--- src/sv/stm_pkg.sv ---
// ----------------------------------------------------------------------------
// stm_pkg
// Shared constants, controller states and the command/status bundles of the
// sliding trimmed mean core.
// ----------------------------------------------------------------------------
package stm_pkg;

    localparam int MAX_WINDOW  = 128;
    localparam int SAMPLE_BITS = 16;

    localparam int IDX_W   = $clog2(MAX_WINDOW);
    localparam int CNT_W   = $clog2(MAX_WINDOW + 1);
    localparam int SUM_W   = SAMPLE_BITS + IDX_W;
    localparam int DCNT_W  = $clog2(SUM_W);
    localparam int WS_W    = 8;
    localparam int TC_W    = 6;
    localparam int CIDX_W  = 8;

    localparam logic [CIDX_W-1:0] REG_WINDOW_SIZE = CIDX_W'(0);
    localparam logic [CIDX_W-1:0] REG_TRIM_COUNT  = CIDX_W'(1);

    typedef enum logic [2:0] {
        ST_IDLE,
        ST_READ,
        ST_REMOVE,
        ST_INSERT,
        ST_CHECK,
        ST_SUM,
        ST_DIV,
        ST_FINISH
    } state_t;

    typedef struct packed {
        logic accept;
        logic remove;
        logic insert;
        logic sum_init;
        logic sum_step;
        logic div_step;
        logic out_load;
    } cmd_t;

    typedef struct packed {
        logic zero_win;
        logic full;
        logic mean_ok;
        logic sum_last;
        logic div_last;
    } status_t;

endpackage

--- src/sv/stm_ctrl.sv ---
// ----------------------------------------------------------------------------
// stm_ctrl
// Sequencer: read old sample, remove, insert and check; sum the middle cells
// and divide if the mean is valid; the output register then gets the result.
// ----------------------------------------------------------------------------
module stm_ctrl
    import stm_pkg::*;
(
    input  logic    aclk,
    input  logic    aresetn,
    input  logic    s_valid,
    output logic    s_ready,
    output logic    m_valid,
    input  logic    m_ready,
    input  status_t status,
    output cmd_t    cmd
);

    state_t state_reg, state_next;
    logic   m_valid_reg, m_valid_next;
    logic   out_free;

    assign out_free = !m_valid_reg || m_ready;

    always_ff @(posedge aclk) begin
        if (!aresetn) begin
            state_reg   <= ST_IDLE;
            m_valid_reg <= 1'b0;
        end else begin
            state_reg   <= state_next;
            m_valid_reg <= m_valid_next;
        end
    end

    always_comb begin
        state_next   = state_reg;
        m_valid_next = m_valid_reg && !m_ready;
        cmd          = '0;
        s_ready      = 1'b0;
        case (state_reg)
            ST_IDLE: begin
                s_ready = 1'b1;
                if (s_valid) begin
                    cmd.accept = 1'b1;
                    state_next = status.zero_win ? ST_FINISH : ST_READ;
                end
            end
            ST_READ: begin
                state_next = ST_REMOVE;
            end
            ST_REMOVE: begin
                cmd.remove = status.full;
                state_next = ST_INSERT;
            end
            ST_INSERT: begin
                cmd.insert = 1'b1;
                state_next = ST_CHECK;
            end
            ST_CHECK: begin
                if (status.mean_ok) begin
                    cmd.sum_init = 1'b1;
                    state_next   = ST_SUM;
                end else begin
                    state_next = ST_FINISH;
                end
            end
            ST_SUM: begin
                cmd.sum_step = 1'b1;
                if (status.sum_last) begin
                    state_next = ST_DIV;
                end
            end
            ST_DIV: begin
                cmd.div_step = 1'b1;
                if (status.div_last) begin
                    state_next = ST_FINISH;
                end
            end
            ST_FINISH: begin
                if (out_free) begin
                    cmd.out_load = 1'b1;
                    m_valid_next = 1'b1;
                    state_next   = ST_IDLE;
                end
            end
            default: begin
                state_next = ST_IDLE;
            end
        endcase
    end

    assign m_valid = m_valid_reg;

    a_accept_next: assert property (@(posedge aclk) disable iff (!aresetn)
        s_valid && s_ready |=> (state_reg == ST_READ) || (state_reg == ST_FINISH))
        else $error("accepted beat did not start processing");

    a_finish_out: assert property (@(posedge aclk) disable iff (!aresetn)
        (state_reg == ST_FINISH) && out_free |=> m_valid_reg && (state_reg == ST_IDLE))
        else $error("result not presented after finish");

endmodule
--- config.mk ---
export PLATFORM = sky130hd
export DESIGN_NAME = stm_ctrl
export DESIGN_NICKNAME = d
export VERILOG_FILES = /design/src/sv/stm_pkg.sv /design/src/sv/stm_ctrl.sv
export SDC_FILE = /design/constraint.sdc
export NUM_CORES = 1
export LEC_CHECK = 0
export ABC_AREA = 1
export BUFFER_PORTS_ARGS = -buffer_cell sky130_fd_sc_hd__buf_2
export CAP_MARGIN = 10
export CORE_AREA = 5 5 42 44
export DETAILED_ROUTE_END_ITERATION = 12
export DIE_AREA = 0 0 47 49
export HOLD_SLACK_MARGIN = 0.05
export SYNTH_ARGS = -nofsm -noshare
export SYNTH_HDL_FRONTEND = slang
export SYNTH_SLANG_ARGS = --single-unit
--- constraint.sdc ---
create_clock -name aclk -period 1.5 [get_ports aclk]
set_clock_uncertainty 0.1 [all_clocks]
set_input_delay 0.075 -clock aclk [delete_from_list [all_inputs] [get_ports aclk]]
set_output_delay 0.075 -clock aclk [all_outputs]
set_load 0.02 [all_outputs]
==> flow_summary.ini, run 1 <==
[worst_hold_path]
hp-class = in2reg
hold_depth = 5

[cells_and_area]
final_cell_mix = buf_2, nor2_1, inv_1, nand2_1, nand3_1
largest_register_ff_count = 3
syn2layout_area_growth_pct = 39.93
finalNonFillerCells = 97
layout_commonest_cell = buf_2
drive_gt1_frac = 0.3827
nets = 92
utilization = 0.3411
antenna_cells = 0

[power]
worst_ir_drop_vdd_v = 0.0005312
p_leak_nw = 0.2969
power.density_nw_per_um2 = 1750
power_mw = 0.8363

[global_routing]
antenna_found_initial = 0
overflow = 0
grt_max_degree = 10
grt_pass1_wl_um = 1283
grt_pass1_vias = 316
grtUsageTotal = 0.07671

[sta]
tightestPinTransition_ns = 0.2995
max_slew_margin = 0.8001
fin_crit_ns = 1.417
rsz0062_at_grt = false
hold_violations = 0
fin_crit_sh = 0.9446
setup_tns_ns = 0
timing.fmax_mhz = 705.8
maxSlewViolCount = 0
setup_viol = 0
fin_ws_ns = 0.08313

[routing]
drt_wl_total_um = 861
drtIter0Drc = 9
post-route-drc-count = 0
vias = 411
wire_per_inst_um = 8.876
first_pass_iters = 4
ant_nets = 0
viasPerCell = 4.237

[worst_setup_path]
cp.arrival_ns = 1.24
worstPathRequired_ns = 1.32
critPathMaxFanout = 7
endpoint_kind = output pin
setup.worst_path.class = reg2out
rr_worst_depth = 7
worst_setup_path_start_kind = register

[synthesis]
synth_nets = 69
synth-seq-cells = 4
syn_area_per_cell_um2 = 5.693
netlist_instances = 60
ys.warnings.count = 0
yosysUniqueCellTypes = 15
netlist_area_um2 = 341.6
yosysSeqAreaShare = 0.2344

[place]
post-place-ws_ns = 0.2338
dp_cells = 92
dp.final_hpwl_um = 704.6
io_buffer_count = 17
routabilityCongestion = 0.7638

[floorplan]
fp.dieH_um = 49
dieArea_um2 = 2303
dieWidth_um = 47
row_count = 14
start_util = 0.2438
core-area_um2 = 1401
io-pin-count = 18

[cts]
clkTransAtPathRegs_ns = 0.04
cts_sinks = 4
numCtsBuffers = 3
cts_max_level = 1
cts_tree = built
clockBufferDepth = 2
clock_insertion_delay_worst_skew_ns = 0.24
cts_root_buffer = clkbuf_4

[run_status]
status = completed

[run]
drv_cap = 0
[power breakdown]
part / switching [mW] / internal (mW)
combinational: 0.309 / 0.169
clock: 0.0436 / 0.0895
sequential: 0.0794 / 0.146
[kinds of logic after synthesis]
| family | count (synthesis) | share of synthesized area |
|---|---|---|
| AO/OA/AOI/OAI | 5 | 0.08423 |
| AND/OR/NAND/NOR | 37 | 0.5055 |
| flip-flops | 4 | 0.2344 |
| buffers and inverters | 14 | 0.1758 |
[final timing paths]
check / startpoint / end / slack, ns
max: state_reg[2]$_SDFFE_PN0P_ / cmd[3] / 0.08
min: s_valid / state_reg[2]$_SDFFE_PN0P_ / 0.13
max reg2reg: state_reg[1]$_SDFFE_PN0P_ / state_reg[1]$_SDFFE_PN0P_ / 0.21
min reg2reg: m_valid$_SDFF_PN0_ / m_valid$_SDFF_PN0_ / 0.40
[critical path: stages, from the launching register on]
cell	delay (ns)
dfxtp_1	0.45
inv_2	0.10
nor4_1	0.24
buf_2	0.21
[synthesized netlist by cell type]
library cell  number  area, µm²
nand2_4            1      11.26
nand2_2            3      18.77
inv_2              4      15.01
nor3b_1            1      7.510
inv_1              9      33.78
o21ai_0            1      5.000
o21ai_2            1      8.760
dfxtp_1            4      80.08
nor2_2             2      12.51
nor2_1            14      52.55
a21oi_1            3      15.01
nand2_1            9      33.78
nand3_1            6      30.03
nor4_1             1      6.260
buf_6              1      11.26
[what timing repair did]
action,4_1_cts,5_1_grt
hold endpoints to repair,4,0
hold buffers,2,0
gates resized for setup,0,0
setup buffers,0,0
[through the flow]
step	hold slack (ns)	area (µm²)
finish	0.1303	478.0
global route	0.1475	478.0
CTS	0.1296	478.0
detailed placement	0.2345	435.4
global placement	0.2295	435.4
floorplan	0.09572	341.6
[final cells by class]
cell class,instances,area [µm²]
repair buffers,19,105.1
flip-flops and latches,4,80.08
well taps,16,20.02
inverters,13,48.80
multi-input cells,42,201.4
fillers,163,923.4
clock buffers,3,22.52
[metal layers]
metal	global-route usage	part of all wire	up-vias
li1	-	-	225
met1	0.09868	0.41	164
met2	0.1063	0.45	20
met3	0.01845	0.12	2
met4	0.05530	0.020	0
met5	0	0	-
No activity file was read; power rests on OpenSTA's default activity.
==> run 2, diff against run 1 <==
--- a/config.mk
+++ b/config.mk
@@ -11,2 +11,3 @@
 export CORE_AREA = 5 5 42 44
+export CTS_BUF_LIST = sky130_fd_sc_hd__clkbuf_8
 export DETAILED_ROUTE_END_ITERATION = 12
==> constraint.sdc (replaced) <==
create_clock -name aclk -period 1.5 [get_ports aclk]
set_clock_uncertainty 0.1 [all_clocks]
set_input_delay 0 -clock aclk [delete_from_list [all_inputs] [get_ports aclk]]
set_output_delay 0 -clock aclk [all_outputs]
set_load 0.005 [all_outputs]
==> run 2 against run 1 <==
Register-to-register slack about the same. First-iteration DRC count increased by 44%. Final area increased by 3.9%. Highest routed layer unchanged. Die area unchanged. Global-route usage increased by 0.43 points. Fmax increased by 9.9%. Critical path type is now reg2reg. Via count increased by 1.9%.
==> flow_summary.ini, run 2 (same netlist as run 1, synthesis figures left out) <==
[run_status]
status = completed

[cells_and_area]
seqCellArea_um2 = 80.08
largest_register_ff_count = 3
syn2layout_area_growth_pct = 45.42
drive_gt1_frac = 0.3827
fill_cells = 162
antenna_cells = 0
nets = 92
multi_input_area_um2 = 201.4
finalNonFillerCells = 97
layout_commonest_cell = buf_2
final_cell_mix = buf_2, nor2_1, inv_1, nand2_1, nand3_1

[cts]
cts_root_buffer = clkbuf_8
clockBufferDepth = 2
cts_sinks = 4
clock_insertion_delay_worst_skew_ns = 0.22
cts_tree = built
clkTransAtPathRegs_ns = 0.03
cts_max_level = 1
numCtsBuffers = 3

[sta]
timing.fmax_mhz = 775.5
setup_tns_ns = 0
max_slew_margin = 0.8025
fin_crit_sh = 0.8596
hold_violations = 0
tightestPinTransition_ns = 0.2959
timing.hold.ws_ns = 0.07336
rsz0062_at_grt = false
fin_crit_ns = 1.289
maxSlewViolCount = 0
fin_ws_ns = 0.2106
setup_viol = 0

[floorplan]
core-area_um2 = 1401
io-pin-count = 18
row_count = 14
start_util = 0.2438
fp.dieH_um = 49
dieWidth_um = 47
dieArea_um2 = 2303

[worst_setup_path]
endpoint_kind = register
setup.worst_path.class = reg2reg
worstPathRequired_ns = 1.51
cp.arrival_ns = 1.30
critPathMaxFanout = 9
worst_setup_path_start_kind = register

[routing]
first_pass_iters = 4
ant_nets = 0
drtIter0Drc = 13
drt_wl_total_um = 917
viasPerCell = 4.320
vias = 419
wire_per_inst_um = 9.454
post-route-drc-count = 0

[global_routing]
grtUsageTotal = 0.08099
grt_pass1_vias = 326
grt_pass1_wl_um = 1345
grt_max_degree = 10
antenna_found_initial = 0
overflow = 0

[place]
routabilityCongestion = 0.7638
dp_cells = 92
dp.final_hpwl_um = 704.6
post-place-ws_ns = 0.2338
io_buffer_count = 17

[worst_hold_path]
hp-class = in2reg

[run]
drv_cap = 0

[power]
seqPwrFrac = 0.261
power.density_nw_per_um2 = 1737
switching_share = 0.4379
pwr-share-clk = 0.271
worst_ir_drop_vdd_v = 0.0005623
p_leak_nw = 0.3047
internal_power_mw = 0.4851
p_comb_frac = 0.468
power.net_switching_mw = 0.3779
[run 2: final timing paths]
kind                             start                         to  slack (ns)  cells past startpoint
max          state_reg[1]$_SDFFE_PN0P_  state_reg[1]$_SDFFE_PN0P_        0.21                      7
min                            s_valid  state_reg[2]$_SDFFE_PN0P_        0.07                      5
max reg2reg  state_reg[1]$_SDFFE_PN0P_  state_reg[1]$_SDFFE_PN0P_        0.21                      7
min reg2reg         m_valid$_SDFF_PN0_         m_valid$_SDFF_PN0_        0.43                      2
[run 2: power groups by stage]
stage                     sequential (mW)  combinational (mW)  clock (mW)
final                               0.225               0.404       0.234
after CTS                           0.223               0.409       0.233
after detailed placement            0.224               0.402           0
after global routing                0.232               0.463       0.241
after floorplan                     0.187               0.341           0
after global placement              0.222               0.400           0
[run 2: layout make-up]
class,instances,area share
multi-input combinational,42,0.4055
timing repair buffer,19,0.2116
sequential,4,0.1612
inverter,13,0.09824
clock buffer,3,0.08312
tap,16,0.04030
[run 2: worst max-delay path: stages (launching register included)]
cell and delay (ns):
dfxtp_1 0.48, nand2_1 0.14, nor2_1 0.12, nand2_1 0.07
o21ai_2 0.08, nor2_2 0.07, nor2_1 0.08, nor2_1 0.05
[run 2: stage by stage]
step | total power, mW | utilization | instance area, µm²
floorplan | 0.5286 | - | 341.6
global placement | 0.6220 | 0.3107 | 435.4
detailed placement | 0.6259 | 0.3107 | 435.4
CTS | 0.8639 | 0.3545 | 496.7
global route | 0.9365 | 0.3545 | 496.7
finish | 0.8630 | 0.3545 | 496.7
[run 2: timing repair]
item / 4_1_cts / 5_1_grt
hold endpoints to repair: 4 / 0
setup buffers: 0 / 0
hold buffers: 2 / 0
resized for setup: 0 / 0
[run 2: metal layers]
metal | global-route usage | wire [µm]
met2 | 0.1199 | 436
met3 | 0.01845 | 109
met5 | 0 | 0
met1 | 0.09890 | 354
met4 | 0.05530 | 16
==> run 3, diff against run 2 <==
Settings changed: ABC_AREA 1 to default.
==> run 3 against run 2 <==
Hold slack better by 0.016 ns. Non-clock buffer count is 6 higher. Via count is 12% lower. Largest power group unchanged. Sequential cell count stayed put. Largest cell class unchanged. Die area stayed put. Clock power is 3% lower. Global-route usage is 1.0 points higher. Clock-buffer cell count stayed put.
==> flow_summary.ini, run 3 <==
[cts]
clkTransAtPathRegs_ns = 0.03
clock_insertion_delay_worst_skew_ns = 0.22
cts_root_buffer = clkbuf_8
numCtsBuffers = 3
cts_sinks = 4
clockBufferDepth = 2
cts_max_level = 1
cts_tree = built
cts_setup_buffers = 0

[routing]
vias = 368
ant_nets = 0
drtIter0Drc = 5
drt_wl_total_um = 898
viasPerCell = 4.488
post-route-drc-count = 0
wire_per_inst_um = 10.95
first_pass_iters = 4

[synthesis]
yosysSeqAreaShare = 0.2379
synthFlopType = dfxtp_1
yosysUniqueCellTypes = 24
netlist_top_cells_area = dfxtp_1, buf_6, a2111oi_2
ys.warnings.count = 0
synth-seq-cells = 4
netlist.area_leader.share = 0.2379
synth_most_common_cell = nor2_1
synthArstFlopShare = 0
netlist_instances = 41
synth_nets = 50
syn_area_per_cell_um2 = 8.209
synth_common_cells = nor2_1, nand2_1, dfxtp_1
synth_edf_count = 0
synth.largest_area_cell = dfxtp_1
netlist_area_um2 = 336.6

[sta]
hold_violations = 0
maxSlewViolCount = 0
fin_crit_ns = 1.382
setup_viol = 0
timing.fmax_mhz = 723.3
timing.hold.ws_ns = 0.08969
max_slew_margin = 0.7779
tightestPinTransition_ns = 0.3325
fin_crit_sh = 0.9216
setup_tns_ns = 0
rsz0062_at_grt = false

[global_routing]
grt_max_degree = 13
busiest_layer = met2
antenna_found_initial = 0
grtUsageTotal = 0.09148
grt_use_met2 = 0.1335
grt_pass1_wl_um = 1504
overflow = 0
gr-usage-met1 = 0.1075
use_met3 = 0.03690
grt_pass1_vias = 349

[power]
p_leak_nw = 0.2401
power.density_nw_per_um2 = 1185
worst_ir_drop_vdd_v = 0.0004707

[worst_setup_path]
setup.worst_path.class = reg2out
endpoint_kind = output pin
cp.arrival_ns = 1.28
rr_startpoint = state_reg[1]$_SDFFE_PN0P_
critPathCapture = cmd[6]
r2r_slack_ns = 0.24
rr_worst_depth = 4
cp-startpoint = state_reg[2]$_SDFFE_PN0P_
rr_endpoint = state_reg[0]$_SDFFE_PN0P_
critPathMaxFanout = 12
worstPathRequired_ns = 1.40
worst_setup_path_start_kind = register

[cells_and_area]
antenna_cells = 0
final_cell_mix = buf_2, nor2_1, nand2_1, dlygate4sd3_1
layout_commonest_cell = buf_2
drive_gt1_frac = 0.5000
nets = 77
largest_register_ff_count = 3
final_area_um2 = 523.0
syn2layout_area_growth_pct = 55.39

[place]
dp.final_hpwl_um = 670.6
routabilityCongestion = 0.7268
postPlaceCellArea_um2 = 430.4
io_buffer_count = 17

[floorplan]
core-area_um2 = 1401
row_count = 14
start_util = 0.2402
dieArea_um2 = 2303
fp.dieH_um = 49
io-pin-count = 18
dieWidth_um = 47

[worst_hold_path]
hp-class = in2reg
min_from = status[1]

[run_status]
status = completed

[run]
drv_cap = 0
[run 3: cell count changes in the layout (fill, tap and decap cells not counted), moves of 4 or more]
cell,delta
inv_1,-8
nor2_1,-7
nand3_1,-5
nand2_1,-4
[run 3: power breakdown]
part	internal (mW)	switching [mW]
clock	0.171	0.0548
combinational	0.120	0.108
sequential	0.128	0.0377
total	0.419	0.201
[run 3: per-stage QoR]
step | util | total power [mW] | worst slack [ns] | instances
after global placement | 0.3071 | 0.3825 | 0.2107 | 74
after floorplan | - | 0.3314 | 0.3990 | 41
after detailed placement | 0.3071 | 0.3861 | 0.1894 | 74
after CTS | 0.3723 | 0.6239 | 0.03533 | 82
after global routing | 0.3732 | 0.6724 | 0.05068 | 82
final | 0.3732 | 0.6196 | 0.1175 | 82
[run 3: timing repair]
| item | 4_1_cts | 5_1_grt |
|---|---|---|
| endpoints found under the hold margin | 4 | 0 |
| gates resized for setup | 0 | 1 |
| hold buffers | 5 | 0 |
| endpoints found under the setup margin | 0 | 1 |
[run 3: metal layers]
metal | share of wire | wire length, µm
met2 | 0.51 | 460
met5 | 0 | 0
met1 | 0.40 | 362
met3 | 0.073 | 66
met4 | 0.010 | 9
[run 3: cell type report]
cell class                      count  area [µm²]
Fill cell                         157       878.3
Multi-Input combinational cell     32       215.2
Sequential cell                     4       81.33
Clock buffer                        3       41.29
Timing Repair Buffer               25       157.7
Tap cell                           16       20.02
Inverter                            2       7.507
[run 3: how the worst min path moves through the flow]
stage	endpoint	slack (ns)	cells after the start
after detailed placement	state_reg[0]$_SDFFE_PN0P_	0.20	3
after floorplan	cmd[3]	-0.02	2
after global routing	state_reg[0]$_SDFFE_PN0P_	0.14	4
final	state_reg[0]$_SDFFE_PN0P_	0.09	4
after global placement	state_reg[0]$_SDFFE_PN0P_	0.20	3
after CTS	state_reg[0]$_SDFFE_PN0P_	0.09	4
[run 3: cell families (layout without fill, tap and decap cells)]
kind of cell           after synthesis  count (layout)  synth area share
DFF                                  4               4            0.2379
AOI/OAI and AO/OA                    8               8            0.2193
and+or+nand+nor                     24              24            0.4201
buffers and inverters                5              30            0.1226
[run 3: worst max-delay path, stage by stage, from the launching register on]
cell and delay, ns:
dfxtp_2 0.37, or2_2 0.34, nor2_4 0.12, and2_1 0.13
buf_2 0.10
